`src/hdl/amdea_pkg.sv`:
```
`timescale 1ns / 1ps
// ----------------------------------------------------------------------------
// amdea_pkg
// Shared types, codes, the opcode-to-mode decode and the length table for the
// addressing-mode decode and effective-address block.
// ----------------------------------------------------------------------------
package amdea_pkg;

  // Addressing modes
  typedef enum logic [3:0] {
    AM_IMPL   = 4'd0,
    AM_ACC    = 4'd1,
    AM_IMM    = 4'd2,
    AM_ZP     = 4'd3,
    AM_ZPX    = 4'd4,
    AM_ZPY    = 4'd5,
    AM_ABS    = 4'd6,
    AM_ABSX   = 4'd7,
    AM_ABSY   = 4'd8,
    AM_ABSIND = 4'd9,
    AM_XIND   = 4'd10,
    AM_INDY   = 4'd11,
    AM_REL    = 4'd12
  } amode_t;

  // Result status codes
  localparam logic [1:0] ST_DONE   = 2'd0;
  localparam logic [1:0] ST_PTR    = 2'd1;
  localparam logic [1:0] ST_NOPEND = 2'd2;

  // Commands
  localparam logic CMD_DECODE = 1'b0;
  localparam logic CMD_SUPPLY = 1'b1;

  // Opcodes that break the bit-pattern rules
  localparam logic [7:0] OP_JSR    = 8'h20;
  localparam logic [7:0] OP_JMPIND = 8'h6c;
  localparam logic [7:0] OP_STXZY  = 8'h96;
  localparam logic [7:0] OP_LDXZY  = 8'hb6;
  localparam logic [7:0] OP_LDXAY  = 8'hbe;

  // One input beat
  typedef struct packed {
    logic        cmd;
    logic [7:0]  opcode;
    logic [7:0]  operand_lo;
    logic [7:0]  operand_hi;
    logic [7:0]  index_x;
    logic [7:0]  index_y;
    logic [15:0] opcode_pc;
    logic [7:0]  pointer_lo;
    logic [7:0]  pointer_hi;
  } in_beat_t;

  // One result beat
  typedef struct packed {
    logic [1:0]  status;
    amode_t      mode;
    logic [1:0]  insn_length;
    logic [15:0] next_pc;
    logic [15:0] eff_addr;
    logic [15:0] ptr_addr_lo;
    logic [15:0] ptr_addr_hi;
  } result_t;

  // Opcode to addressing mode, keyed on the low five bits
  function automatic amode_t mode_of(input logic [7:0] op);
    amode_t m;
    begin
      m = AM_IMPL;
      case (op[4:0])
        5'h00: m = op[7] ? AM_IMM : ((op == OP_JSR) ? AM_ABS : AM_IMPL);
        5'h10: m = AM_REL;
        5'h01: m = AM_XIND;
        5'h11: m = AM_INDY;
        5'h02: m = AM_IMM;
        5'h04, 5'h05, 5'h06: m = AM_ZP;
        5'h14, 5'h15, 5'h16:
          m = ((op == OP_STXZY) || (op == OP_LDXZY)) ? AM_ZPY : AM_ZPX;
        5'h08, 5'h18: m = AM_IMPL;
        5'h09: m = AM_IMM;
        5'h19: m = AM_ABSY;
        5'h0a, 5'h1a: m = op[7] ? AM_IMPL : AM_ACC;
        5'h0c, 5'h0d, 5'h0e: m = (op == OP_JMPIND) ? AM_ABSIND : AM_ABS;
        5'h1c, 5'h1d, 5'h1e: m = (op == OP_LDXAY) ? AM_ABSY : AM_ABSX;
        default: m = AM_IMPL;
      endcase
      return m;
    end
  endfunction

  // Instruction length in bytes
  function automatic logic [1:0] length_of(input amode_t m);
    logic [1:0] len;
    begin
      case (m)
        AM_IMPL, AM_ACC: len = 2'd1;
        AM_ABS, AM_ABSX, AM_ABSY, AM_ABSIND: len = 2'd3;
        default: len = 2'd2;
      endcase
      return len;
    end
  endfunction

endpackage

```
`src/hdl/amdea_in_reg.sv`:
```
`timescale 1ns / 1ps
// ----------------------------------------------------------------------------
// amdea_in_reg
// Input register stage: captures one beat and holds it until the result
// stage takes it.
// ----------------------------------------------------------------------------
module amdea_in_reg
  import amdea_pkg::*;
(
  input  logic     clk,
  input  logic     rst_n,
  input  logic     in_valid,
  output logic     in_stall,
  input  in_beat_t beat_in,
  input  logic     advance,
  output logic     s1_valid,
  output in_beat_t s1_beat
);

  logic     valid_r, valid_nxt;
  in_beat_t beat_r;
  logic     load;

  // Full and result side blocked: hold off the sender
  assign in_stall = valid_r && !advance;
  assign load     = in_valid && !in_stall;

  always_comb begin
    valid_nxt = valid_r;
    if (load) begin
      valid_nxt = 1'b1;
    end else if (advance) begin
      valid_nxt = 1'b0;
    end
  end

  always_ff @(posedge clk) begin
    if (!rst_n) begin
      valid_r <= 1'b0;
    end else begin
      valid_r <= valid_nxt;
    end
  end

  // Payload, no reset needed
  always_ff @(posedge clk) begin
    if (load) begin
      beat_r <= beat_in;
    end
  end

  assign s1_valid = valid_r;
  assign s1_beat  = beat_r;

endmodule

```
`src/hdl/amdea_ea_core.sv`:
```
`timescale 1ns / 1ps
// ----------------------------------------------------------------------------
// amdea_ea_core
// Mode decode, length, next PC and effective address for one beat, plus the
// pending indirect request that links a decode to its pointer supply.
// ----------------------------------------------------------------------------
module amdea_ea_core
  import amdea_pkg::*;
(
  input  logic     clk,
  input  logic     rst_n,
  input  logic     fire,
  input  in_beat_t beat,
  output result_t  res
);

  logic       pend_valid_r, pend_valid_nxt;
  amode_t     pend_mode_r, pend_mode_nxt;
  logic [7:0] pend_y_r, pend_y_nxt;

  amode_t      m;
  logic [1:0]  len;
  logic [15:0] word;
  logic [7:0]  zp_x, zp_y, zp_ind;
  logic [15:0] ptr;

  assign m      = mode_of(beat.opcode);
  assign len    = length_of(m);
  assign word   = {beat.operand_hi, beat.operand_lo};
  assign zp_x   = beat.operand_lo + beat.index_x;
  assign zp_y   = beat.operand_lo + beat.index_y;
  assign zp_ind = zp_x + 8'd1;
  assign ptr    = {beat.pointer_hi, beat.pointer_lo};

  // Result and next pending state
  always_comb begin
    res            = '0;
    res.mode       = AM_IMPL;
    pend_valid_nxt = pend_valid_r;
    pend_mode_nxt  = pend_mode_r;
    pend_y_nxt     = pend_y_r;
    if (beat.cmd == CMD_SUPPLY) begin
      if (pend_valid_r) begin
        res.mode       = pend_mode_r;
        res.eff_addr   = (pend_mode_r == AM_INDY) ? ptr + {8'h00, pend_y_r} : ptr;
        pend_valid_nxt = 1'b0;
      end else begin
        res.status = ST_NOPEND;
      end
    end else begin
      res.mode        = m;
      res.insn_length = len;
      res.next_pc     = beat.opcode_pc + {14'd0, len};
      pend_valid_nxt  = 1'b0;
      case (m)
        AM_ZP:   res.eff_addr = {8'h00, beat.operand_lo};
        AM_ZPX:  res.eff_addr = {8'h00, zp_x};
        AM_ZPY:  res.eff_addr = {8'h00, zp_y};
        AM_ABS:  res.eff_addr = word;
        AM_ABSX: res.eff_addr = word + {8'h00, beat.index_x};
        AM_ABSY: res.eff_addr = word + {8'h00, beat.index_y};
        // branch target from the following instruction, signed offset
        AM_REL:  res.eff_addr = beat.opcode_pc + 16'd2
                              + {{8{beat.operand_lo[7]}}, beat.operand_lo};
        // JMP indirect: high byte read stays in the pointer's page
        AM_ABSIND: begin
          res.status      = ST_PTR;
          res.ptr_addr_lo = word;
          res.ptr_addr_hi = {beat.operand_hi, beat.operand_lo + 8'd1};
        end
        AM_XIND: begin
          res.status      = ST_PTR;
          res.ptr_addr_lo = {8'h00, zp_x};
          res.ptr_addr_hi = {8'h00, zp_ind};
        end
        AM_INDY: begin
          res.status      = ST_PTR;
          res.ptr_addr_lo = {8'h00, beat.operand_lo};
          res.ptr_addr_hi = {8'h00, beat.operand_lo + 8'd1};
        end
        default: res.eff_addr = '0;
      endcase
      if (res.status == ST_PTR) begin
        pend_valid_nxt = 1'b1;
        pend_mode_nxt  = m;
        pend_y_nxt     = beat.index_y;
      end
    end
  end

  // Pending request, updated only as a beat moves on
  always_ff @(posedge clk) begin
    if (!rst_n) begin
      pend_valid_r <= 1'b0;
      pend_mode_r  <= AM_IMPL;
      pend_y_r     <= 8'h00;
    end else if (fire) begin
      pend_valid_r <= pend_valid_nxt;
      pend_mode_r  <= pend_mode_nxt;
      pend_y_r     <= pend_y_nxt;
    end
  end

  // A pointer request always leaves a pending entry behind
  assert property (@(posedge clk) disable iff (!rst_n)
    fire && (res.status == ST_PTR) |=> pend_valid_r)
    else $error("pointer request did not set pending state");

  // A supply always consumes the pending entry
  assert property (@(posedge clk) disable iff (!rst_n)
    fire && (beat.cmd == CMD_SUPPLY) |=> !pend_valid_r)
    else $error("supply left a pending request");

  // Pending entry only ever holds an indirect mode
  assert property (@(posedge clk) disable iff (!rst_n)
    pend_valid_r |-> (pend_mode_r == AM_ABSIND) || (pend_mode_r == AM_XIND)
                     || (pend_mode_r == AM_INDY))
    else $error("pending request holds a non-indirect mode");

  // Nothing pending: supply reports no address
  assert property (@(posedge clk) disable iff (!rst_n)
    (beat.cmd == CMD_SUPPLY) && !pend_valid_r |-> (res.eff_addr == 16'h0000)
                                                 && (res.status == ST_NOPEND))
    else $error("supply without request produced an address");

endmodule

```
`src/hdl/addressing_mode_decode_and_ea.sv`:
```
`timescale 1ns / 1ps
// ----------------------------------------------------------------------------
// addressing_mode_decode_and_ea
// Addressing-mode decoder and effective-address unit for a 6502-style CPU.
//
// Input channel (in_*): one beat is either a decode (cmd 0: opcode, operands,
// X, Y and the opcode's PC) or a pointer supply (cmd 1: the two bytes read at
// the pointer addresses a previous indirect decode reported).
// Result channel (out_*): one beat per input beat, in order: status, mode,
// length, next PC, effective address and the pointer addresses.
// An indirect decode answers with status 1; the next supply beat completes
// it. Any other decode drops a pending request.
// An accepted input beat is loaded into the input register; the result
// register then loads from it once free or draining, and out_valid rises.
// Throughput: one beat per cycle while out_stall is low, set by the single
// decode/add path between the two registers.
// Reset clears both stage valids and the pending request.
// While out_stall is high a full result register holds; the input register
// still takes one more beat; in_stall rises only once both stages are full.
// ----------------------------------------------------------------------------
module addressing_mode_decode_and_ea
  import amdea_pkg::*;
(
  input  logic        clk,
  input  logic        rst_n,
  input  logic        in_valid,
  output logic        in_stall,
  input  logic        in_cmd,
  input  logic [7:0]  in_opcode,
  input  logic [7:0]  in_operand_lo,
  input  logic [7:0]  in_operand_hi,
  input  logic [7:0]  in_index_x,
  input  logic [7:0]  in_index_y,
  input  logic [15:0] in_opcode_pc,
  input  logic [7:0]  in_pointer_lo,
  input  logic [7:0]  in_pointer_hi,
  output logic        out_valid,
  input  logic        out_stall,
  output logic [1:0]  out_status,
  output logic [3:0]  out_address_mode,
  output logic [1:0]  out_insn_length,
  output logic [15:0] out_next_pc,
  output logic [15:0] out_effective_address,
  output logic [15:0] out_ptr_addr_lo,
  output logic [15:0] out_ptr_addr_hi
);

  in_beat_t beat_in, s1_beat;
  logic     s1_valid;
  logic     advance, fire;
  result_t  res, res_r;
  logic     out_valid_r, out_valid_nxt;

  assign beat_in = '{cmd: in_cmd, opcode: in_opcode, operand_lo: in_operand_lo,
                     operand_hi: in_operand_hi, index_x: in_index_x,
                     index_y: in_index_y, opcode_pc: in_opcode_pc,
                     pointer_lo: in_pointer_lo, pointer_hi: in_pointer_hi};

  // Result register free or being drained
  assign advance = !out_valid_r || !out_stall;
  assign fire    = s1_valid && advance;

  amdea_in_reg u_in_reg (
    .clk      (clk),
    .rst_n    (rst_n),
    .in_valid (in_valid),
    .in_stall (in_stall),
    .beat_in  (beat_in),
    .advance  (advance),
    .s1_valid (s1_valid),
    .s1_beat  (s1_beat)
  );

  amdea_ea_core u_core (
    .clk   (clk),
    .rst_n (rst_n),
    .fire  (fire),
    .beat  (s1_beat),
    .res   (res)
  );

  // Result register valid
  always_comb begin
    out_valid_nxt = out_valid_r;
    if (advance) begin
      out_valid_nxt = fire;
    end
  end

  always_ff @(posedge clk) begin
    if (!rst_n) begin
      out_valid_r <= 1'b0;
    end else begin
      out_valid_r <= out_valid_nxt;
    end
  end

  always_ff @(posedge clk) begin
    if (fire) begin
      res_r <= res;
    end
  end

  assign out_valid             = out_valid_r;
  assign out_status            = res_r.status;
  assign out_address_mode      = res_r.mode;
  assign out_insn_length       = res_r.insn_length;
  assign out_next_pc           = res_r.next_pc;
  assign out_effective_address = res_r.eff_addr;
  assign out_ptr_addr_lo       = res_r.ptr_addr_lo;
  assign out_ptr_addr_hi       = res_r.ptr_addr_hi;

endmodule
```
`config.mk`:
```
export PLATFORM = sky130hd
export DESIGN_NAME = addressing_mode_decode_and_ea
export DESIGN_NICKNAME = d
export VERILOG_FILES = /design/src/hdl/amdea_pkg.sv /design/src/hdl/amdea_in_reg.sv /design/src/hdl/amdea_ea_core.sv /design/src/hdl/addressing_mode_decode_and_ea.sv
export SDC_FILE = /design/constraint.sdc
export NUM_CORES = 1
export LEC_CHECK = 0
export ABC_AREA = 1
export BUFFER_PORTS_ARGS = -buffer_cell sky130_fd_sc_hd__buf_2
export CAP_MARGIN = 10
export CORE_ASPECT_RATIO = 0.9
export CORE_MARGIN = 2
export CORE_UTILIZATION = 59
export CTS_BUF_LIST = sky130_fd_sc_hd__clkbuf_4 sky130_fd_sc_hd__clkbuf_8
export DETAILED_ROUTE_END_ITERATION = 16
export GPL_ROUTABILITY_DRIVEN = 0
export PLACE_DENSITY = 0.92
export SLEW_MARGIN = 20
export SYNTH_ARGS = -nofsm -noshare
export SYNTH_HDL_FRONTEND = slang
export SYNTH_SLANG_ARGS = --single-unit
```
`constraint.sdc`:
```
create_clock -name clk -period 5 [get_ports clk]
set_input_delay 0.5 -clock clk [delete_from_list [all_inputs] [get_ports clk]]
set_output_delay 0.5 -clock clk [all_outputs]
set_load 0.01 [all_outputs]
```
# ---- Yosys cells after proc, flatten, opt, wreduce, memory -nomap -nowiden
# Cells that the tools add are included.
dict set report classes {
  add_sub_neg 10
  n_mul 0
  div 0
  magnitude_cmp 0
  n_eq_ne 38
  shift 0
  muxes 22
  bitwise_logic 1
  n_reduce_logical 22
}
# op n
set op_table {}
lappend op_table {{16-bit one-hot mux with 7 select lines} 1}
lappend op_table {{32-bit one-hot mux with 3 select lines} 1}
lappend op_table {{5-bit equality test, second input constant} 10}
lappend op_table {{16-bit by 8-bit adder with 16-bit output} 3}
lappend op_table {{16-bit 2-to-1 mux} 3}
lappend op_table {{4-bit one-hot mux with 11 select lines} 1}
lappend op_table {{5-bit by 4-bit equality test with 1-bit output, second input constant} 5}
lappend op_table {{4-bit equality test, second input constant} 6}
lappend op_table {{8-bit equality test, second input constant} 3}
lappend op_table {{16-bit adder} 1}
lappend op_table {{16-bit by 2-bit adder with 16-bit output} 1}
lappend op_table {{16-bit by 2-bit adder with 16-bit output, second input constant} 1}
lappend op_table {{8-bit by 1-bit adder with 8-bit output, second input constant} 2}
lappend op_table {{8-bit adder} 2}
lappend op_table {{4-bit by 3-bit equality test with 1-bit output, second input constant} 4}
lappend op_table {{4-bit 2-to-1 mux} 4}
lappend op_table {{5-bit by 3-bit equality test with 1-bit output, second input constant} 3}
lappend op_table {{3-bit OR reduction} 5}
lappend op_table {{8-bit by 6-bit equality test with 1-bit output, second input constant} 1}
lappend op_table {{8-bit by 7-bit equality test with 1-bit output, second input constant} 1}
lappend op_table {{1-bit 2-to-1 mux} 7}
lappend op_table {{6-bit 2-to-1 mux} 1}
lappend op_table {{2-bit OR reduction} 3}
lappend op_table {{5-bit by 1-bit equality test with 1-bit output, second input constant} 1}
lappend op_table {{other kinds (16)} 23}
dict set report totals {
  register_bits 160
  latch_bits 0
  mem_bits_rw 0
  romBits 0
  out_inout_bits 74
  wordCells 114
  mem_count 0
}

# ---- Depth between registers and ports, before layout
# Gate-level depths: netlist (run 1).
dict set report depth {
  depth_word 11
  ltp_mapped 26
}

# ---- By module
# From an unflattened synthesis (run 1), not the netlist that was laid out.
dict set report hier_totals {
  hier_cells 1157
  area_unflattened_um2 9846.9
}
# mod instances cells_each area_per_inst_um2
set modules_own_cells {}
lappend modules_own_cells {amdea_ea_core 1 998 5395.2}
lappend modules_own_cells {amdea_in_reg 1 81 2242.2}
lappend modules_own_cells {addressing_mode_decode_and_ea 1 78 2209.6}

# ---- Worst setup path before layout (run 1)
# OpenSTA, ideal clock, no wires.
dict set report synth_timing {
  path_type {input -> register}
  startpoint {input port out_stall}
  endpoint {register u_core.pend_mode_r[1]}
  setup_ns 0.116
  arrival_ns 4.298
  required_time_ns 4.884
  path_slack_ns 0.586
  stages 9
  path_buffers 1
  cell_sequence {nand2_1 -> inv_1 -> nor2_1 -> inv_1 -> nor2_1 -> inv_1 -> clkbuf_1 -> o21ai_0 -> inv_1}
}
dict set report synth_via {
  elab_chain_len 4
}
# item line
set synth_rtl {}
lappend synth_rtl {{start: declaration} addressing_mode_decode_and_ea.sv:38} ;# input logic out_stall,
lappend synth_rtl {{1-bit logical NOT} addressing_mode_decode_and_ea.sv:60} ;# assign advance = !out_valid_r || !out_stall;
lappend synth_rtl {{1-bit logical OR} addressing_mode_decode_and_ea.sv:60}
lappend synth_rtl {{1-bit logical AND} addressing_mode_decode_and_ea.sv:61} ;# assign fire = s1_valid && advance;
lappend synth_rtl {{named net fire} addressing_mode_decode_and_ea.sv:50} ;# logic advance, fire;
lappend synth_rtl {{3-bit AND reduction (no source line)} --}
lappend synth_rtl {{end signal: assignment} amdea_ea_core.sv:99} ;# pend_mode_r <= pend_mode_nxt;
lappend synth_rtl {{end: declaration} amdea_ea_core.sv:18} ;# amode_t pend_mode_r, pend_mode_nxt;
# The timed path passes the listed nets, and every way through them passes these cells.
# A chain may end at the register's enable or synchronous reset.

==> impl_results.md, run 1 <==
- Outcome: complete, no violations
- Worst Reg-to-Reg Cells: 21
- LEAKAGE: 5.06 nW
- Pwr Total: 3.09 mW
- Final Core Density: 69.3%
- Worst hold stages: 1
- Seq cells post-synth: 152
- Synthesized instance count: 1068
- Max Cap Viol: 0
- Post-route insts no fill: 1434
- Yosys warns: 0
- Worst-Skew Late Latency: 0.47 ns
- Cell Pwr Density: 287 nW/µm²
- Reg-to-reg slack, setup: 0.48 ns
- PortBufs: 150
- Worst slew margin: 32.3%
- Num ports: 151
- Post-cts resize count: 0
- Mean post-synth cell area: 8.84 µm²
- HP Class: input port to flop
- RSZ-0062 raised after global routing: false
- DR vias/cell: 5.82
- Worst VDD drop: 0.244 mV
- Period Utilization, post-route: 90.5%
- First-pass GRT wire length: 38.4 mm
- Hpwl dp: 18.7 mm
- Required @ worst endpoint: 5.23 ns
- Final Max Tran Viols: 0
- Die Area: 17000 µm²
- Via count of the first global-routing pass: 7849
- Row cnt: 43
- Largest net degree at the start of global routing: 65
- Worst slew pin tran: 1.02 ns
- Crit end category: flop
- CTS tree: yes
- Total CTS buffers: 17
- DRT Wirelength: 24.6 mm
- CP Class: flop to flop
- Synth unique cells: 43
- Setup bufs post-CTS: 0
- Share of cells above drive strength 1: 19.1%
- Detail Route Antenna Nets: 0
- Die width: 137 µm
- Antenna violations before repair: 0
- Reg-to-Reg End: out_effective_address[12]
- Max Clk Rate: 221 MHz
- Total gr overflow: 0
- Initial Utilization: 60.7%
- Fin nets: 1367
- Final setup vio count: 0
- Setup TNS: 0 ns
- Number of fill cells: 1152
- Startpoint Class: flop
- Setup Skew: 0.0109 ns
- Drt first pass iters: 8
- Antenna Cells: 0
- Final Critical Period: 4.52 ns
- Clock transition at the registers of the reported paths: 0.08 ns
- Final Hold Fails: 0
- Register area share after synthesis: 46.7%
- Crit path arrival time: 4.75 ns
- Core area: 15500 µm²
- Area fraction of the dominant cell type after synthesis: 43.6%
- Synth area leaders: edfxtp_1, nand2_1, ha_1
- DR vias: 8339
- Root Buffer: clkbuf_8
- H-Tree Depth: 4
- Hold buffer count at cts: 0
- Post-Syn Nets: 1216
- GRT Overall Usage: 29.9%
- Die height: 124 µm
- Synthesized area: 9450 µm²
- CTS sink count: 152
- DRT iter0 DRCs: 975
- Hold_sp: in_pointer_lo[0]
- Placed cells: 1402
- Worst Hold End: u_in_reg.s1_beat[8]
- Reg2reg start: u_in_reg.s1_beat[66]
- Maximum fanout along the worst path: 15
- Area grow syn2layout: 14.1%
- Clk buf depth: 2
- DRC viols: 0
- Cell taking the most area after synthesis: edfxtp_1
- Routed wire per std cell: 17.2 µm
worst max-delay path by stage:
stage                               startpoint                   endpoint  slack (ns)  cells after the start
final                     u_in_reg.s1_beat[66]  out_effective_address[12]        0.48                     21
after global routing      u_in_reg.s1_beat[64]            out_next_pc[14]        0.10                     21
after CTS                 u_in_reg.s1_beat[66]  out_effective_address[12]        0.66                     21
after detailed placement  u_in_reg.s1_beat[66]  out_effective_address[10]        0.66                     21
after global placement    u_in_reg.s1_beat[66]  out_effective_address[12]        0.96                     21
after floorplan                      out_stall      u_core.pend_mode_r[1]        0.59                      9
area by class of cell:
cell class | count | area, µm² | area share, %
timing repair buffer | 155 | 788 | 7.31
tap | 202 | 253 | 2.34
inverter | 141 | 529 | 4.91
sequential | 152 | 4410 | 41.0
clock inverter | 12 | 153 | 1.42
clock buffer | 20 | 256 | 2.38
multi-input combinational | 752 | 4390 | 40.7
placed cells by master, fill, tap and decap left out, drive strengths merged, types with 18 or more instances in the layout:
cell type	netlist	routed
edfxtp	137	137
inv	141	142
clkbuf	12	20
nor3	20	20
ha	65	65
nor2	92	92
buf	11	155
nand2	240	240
nand4	24	24
a21oi	55	55
xor2	18	18
o21ai	62	62
nand3	89	89
synth_stat cells:
cell type and count:
nand2_1 231, edfxtp_1 137, inv_1 137, nor2_1 85, nand3_1 84, ha_1 65, o21ai_0 58, a21oi_1 55
nand4_1 24, nor3_1 20, xor2_1 18, dfxtp_1 15, clkbuf_1 12, or2_2 12, o22ai_1 11, xnor2_1 11
buf_4 8, a31oi_1 7, mux2_2 7, fa_1 6, o211ai_1 6, a21o_1 5, nand3_2 5, o21bai_1 5
inv_2 4, nand2_2 4, nand3b_1 4, nor2_4 4, o21ai_1 4, nand2_4 3, o21a_1 3, a22o_1 2
buf_2 2, nand2_8 2, nor2_2 2, nor3b_1 2, nor4_1 2, a21boi_0 1, a31o_2 1, and3_1 1
buf_8 1, nor2_8 1, o32ai_1 1
routing by layer:
layer	part of all wire, %	track usage, %
met5	0	0
met4	3.9	14.3
met3	11	6.92
met2	46	47.9
met1	39	38.4
state kept, by name, summed over array words and instances (netlist names), 4 cells and up:
signal	flops
out_ptr_addr_hi	8
out_ptr_addr_lo	16
out_effective_address	16
out_address_mode	4
out_next_pc	16
u_core.pend_mode_r	4
u_in_reg.s1_beat	73
u_core.pend_y_r	8
where the power goes:
part | leakage [nW] | switching [mW] | internal (mW)
clock network | 0.211 | 0.463 | 0.509
logic | 3.38 | 0.387 | 0.218
registers | 1.47 | 0.0582 | 1.46
total | 5.06 | 0.908 | 2.18
worst max-delay path, stage by stage (launching register included):
cell and delay, ns:
edfxtp_1 0.46, nor2_1 0.29, nand3_1 0.48, nand2_1 0.18
nor2_1 0.07, nand3_2 0.12, nand2_2 0.11, inv_2 0.13
nand2_8 0.11, mux2_2 0.25, ha_1 0.15, inv_1 0.06
fa_1 0.40, o21ai_0 0.39, nand3_1 0.26, nand2_1 0.25
nand4_1 0.14, xor2_1 0.19, nand2_1 0.07, nand3_1 0.06
nand2_1 0.08, nand2_1 0.06
logic make-up after synthesis:
group                    after synthesis  synth area share, %
AO/OA/AOI/OAI                        159                 9.35
XOR/XNOR                              29                 2.69
adder cells (fa/ha/maj)               71                 9.88
buffers and inverters                164                 6.98
flip-flops                           152                 46.7
multiplexers                           7                0.835
AND/OR/NAND/NOR                      486                 23.5
through the flow:
stage	hold WS, ns	instance area, µm²	worst slack (ns)
after floorplan	0.439	9450	0.586
after global placement	0.472	10400	0.963
after detailed placement	0.491	10400	0.660
after CTS	0.185	10800	0.657
after global routing	0.180	10800	0.101
final	0.196	10800	0.477
(Power assumes the default switching activity.)
==> run 2: changes to the inputs <==
--- a/config.mk
+++ b/config.mk
@@ -9,7 +9,6 @@
 export BUFFER_PORTS_ARGS = -buffer_cell sky130_fd_sc_hd__buf_2
 export CAP_MARGIN = 10
 export CORE_ASPECT_RATIO = 0.9
-export CORE_MARGIN = 2
 export CORE_UTILIZATION = 59
 export CTS_BUF_LIST = sky130_fd_sc_hd__clkbuf_4 sky130_fd_sc_hd__clkbuf_8
 export DETAILED_ROUTE_END_ITERATION = 16
==> constraint.sdc (replaced) <==
create_clock -name clk -period 5 [get_ports clk]
set_input_delay 0.5 -clock clk [delete_from_list [all_inputs] [get_ports clk]]
set_output_delay 0.5 -clock clk [all_outputs]
set_load 0.02 [all_outputs]
==> run 2 against run 1 <==
Net effect:
- die area fell by 3.0%
- flip-flop and latch count did not move
- via count rose by 2.8%
- global-route usage rose by 1.5 points
- worst hold slack got worse by 0.0045 ns
- worst setup slack got worse by 0.039 ns
- utilization fell by 0.16 points
- total power fell by 1.4%
- critical path depth did not move
- largest cell class unchanged
- highest routed layer unchanged
==> impl_results.md, run 2 (same netlist as run 1, synthesis figures left out) <==
- Worst hold stages: 1 (unchanged)
- Comb pwr share: 20.5% (+1.0 points)
- Setup bufs post-CTS: 0 (unchanged)
- Slowest CP cell: nand3_1
- GRT Overall Usage: 31.4% (+1.5 points)
- CTS sink count: 152 (unchanged)
- Initial Utilization: 60.7% (unchanged)
- Most common cell after layout, fill and taps aside: nand2_1
- DRT Wirelength: 24.6 mm (-0.17%)
- Commonest cells after routing, fill and taps aside: nand2_1, buf_2, edfxtp_1
- Detail Route Antenna Nets: 0 (unchanged)
- Routed wire per std cell: 17.1 µm (-0.17%)
- Row cnt: 43 (unchanged)
- Hold buffer count at cts: 0 (unchanged)
- Antenna Cells: 0 (unchanged)
- DR vias: 8570 (+2.8%)
- Number of fill cells: 1188 (+3.1%)
- Largest net degree at the start of global routing: 65 (unchanged)
- Max Cap Viol: 0 (unchanged)
- DRC viols: 0 (unchanged)
- Worst path cell trace: nor2_1 -> nand3_1 -> nand2_1 -> nor2_1 -> nand3_2 -> nand2_2 -> inv_2 -> nand2_8 -> mux2_2 -> ha_1 -> inv_1 -> fa_1 -> o21ai_0 -> nand3_1 -> nand2_1 -> nand3_1 -> xor2_1 -> nand2_1 -> o211ai_1 -> nand2_1 -> nand2_1
- Pwr Total: 3.05 mW (-1.4%)
- Final Critical Period: 4.56 ns (+0.0387 ns)
- Die height: 122 µm (-1.6%)
- DR vias/cell: 5.98 (+2.8%)
- Largest register FFs: 73 (unchanged)
- Fin nets: 1367 (unchanged)
- Num ports: 151 (unchanged)
- Die width: 135 µm (-1.5%)
- Max Clk Rate: 219 MHz (-0.85%)
- Worst-Skew Late Latency: 0.48 ns (about the same)
- H-Tree Depth: 4 (unchanged)
- Antenna violations before repair: 0 (unchanged)
- Hpwl dp: 18.3 mm (-2.1%)
- Required @ worst endpoint: 5.24 ns (about the same)
- Startpoint Class: flop
- Worst VDD drop: 0.251 mV (+2.8%)
- Setup Skew: 0.0161 ns (+0.00515 ns)
- Total CTS buffers: 17 (unchanged)
- CP dominant cell by count: nand2_1
- Drt first pass iters: 9 (+1)
- FF/Latch Area: 4410 µm² (unchanged)
- Sequential share of power: 49.7% (+0.7 points)
- Worst Reg-to-Reg Cells: 21 (unchanged)
- Crit end category: flop
- Via count of the first global-routing pass: 8113 (+3.4%)
- Final Max Tran Viols: 0 (unchanged)
- Multi-input gate area: 4390 µm² (unchanged)
- Switch Pwr: 0.931 mW (+2.6%)
- DRT iter0 DRCs: 1183 (+21%)
- Outcome: complete, no violations
- Post-cts resize count: 0 (unchanged)
- PortBufs: 150 (unchanged)
- CTS tree: yes
- Final Hold Fails: 0 (unchanged)
- Share of cells above drive strength 1: 19.1% (unchanged)
- First-pass GRT wire length: 39.0 mm (+1.5%)
- RSZ-0062 raised after global routing: false
- Clock power frac: 29.7% (-1.7 points)
- Area grow syn2layout: 13.9%
- Final setup vio count: 0 (unchanged)
- Root Buffer: clkbuf_8
- Period Utilization, post-route: 91.2% (+0.77 points)
- Setup TNS: 0 ns (unchanged)
- CP peak stage delay: 0.51 ns (+0.03 ns)
- Maximum fanout along the worst path: 15 (unchanged)
- Worst slew pin tran: 1.01 ns (-0.00226 ns)
- Worst slew margin: 32.5% (+0.15 points)
- Total gr overflow: 0 (unchanged)
- Clock transition at the registers of the reported paths: 0.09 ns (about the same)
- HP Class: input port to flop
- Core area: 15500 µm² (unchanged)
- Cell Pwr Density: 284 nW/µm² (-1.1%)
- Crit path arrival time: 4.80 ns (+0.05 ns)
- Die Area: 16500 µm² (-3.0%)
- CP Class: flop to flop
- LEAKAGE: 5.05 nW (-0.38%)
- Internal: 2.12 mW (-3.0%)
- Switching Share: 30.5% (+1.2 points)
- Clk buf depth: 2 (unchanged)
## run 2: cell types whose count changed in the layout (fill, tap and decap cells not counted)
cell,delta
clkbuf_8,+3
bufinv_16,-2
clkinvlp_4,+2
clkbuf_4,-1
clkinv_2,-1
clkinv_4,-1
## run 2: area by class of cell
cell class / instances / share of cell area (%)
Multi-Input combinational cell: 752 / 40.8
Sequential cell: 152 / 41.0
Clock inverter: 10 / 0.873
Timing Repair Buffer: 155 / 7.33
Tap cell: 202 / 2.35
Inverter: 141 / 4.92
Clock buffer: 22 / 2.70
## run 2: power groups by stage
stage               combinational (mW)  clock, mW  sequential, mW
finish                           0.626      0.907            1.52
global route                     0.692      0.966            1.52
CTS                              0.612      0.916            1.51
detailed placement               0.604          0            1.54
global placement                 0.578          0            1.54
floorplan                        0.410          0            1.55
## run 2: metrics by stage
step / hold slack (ns) / std cells / cell area, µm² / setup slack (ns) / util (%)
after floorplan: 0.439 / 1068 / 9450 / 0.586 / -
after global placement: 0.469 / 1402 / 10400 / 0.962 / 66.7
after detailed placement: 0.471 / 1402 / 10400 / 0.693 / 66.7
after CTS: 0.181 / 1434 / 10800 / 0.629 / 69.2
after global routing: 0.168 / 1434 / 10800 / 0.0668 / 69.2
final: 0.192 / 1434 / 10800 / 0.439 / 69.2
## run 2: routing by layer
metal  vias up  global-route usage [%]  share of wire, %  wire length [µm]
met5         -                       0                 0                 0
met4         0                    16.7               4.8              1170
met3       121                    6.74                11              2630
met2       553                    50.4                46             11200
met1      3944                    39.8                39              9560
li1       3952                       -                 -                 -
## run 2: path summary, 6_finish.rpt
path	start	endpoint	slack, ns
setup / recovery	u_in_reg.s1_beat[66]	out_effective_address[10]	0.44
hold / removal	in_opcode_pc[4]	u_in_reg.s1_beat[20]	0.19
setup reg to reg	u_in_reg.s1_beat[66]	out_effective_address[10]	0.44
hold reg to reg	u_core.pend_valid_r	u_core.pend_valid_r	0.49
## run 2: critical path: cells and delay by family, from the launching register on
family                   cells  cell delay (ns)
buffers and inverters        2             0.18
flip-flops                   1             0.46
AO/OA/AOI/OAI                2             0.48
XOR/XNOR                     1             0.16
adder cells (fa/ha/maj)      2             0.56
multiplexers                 1             0.26
AND/OR/NAND/NOR             13             2.22
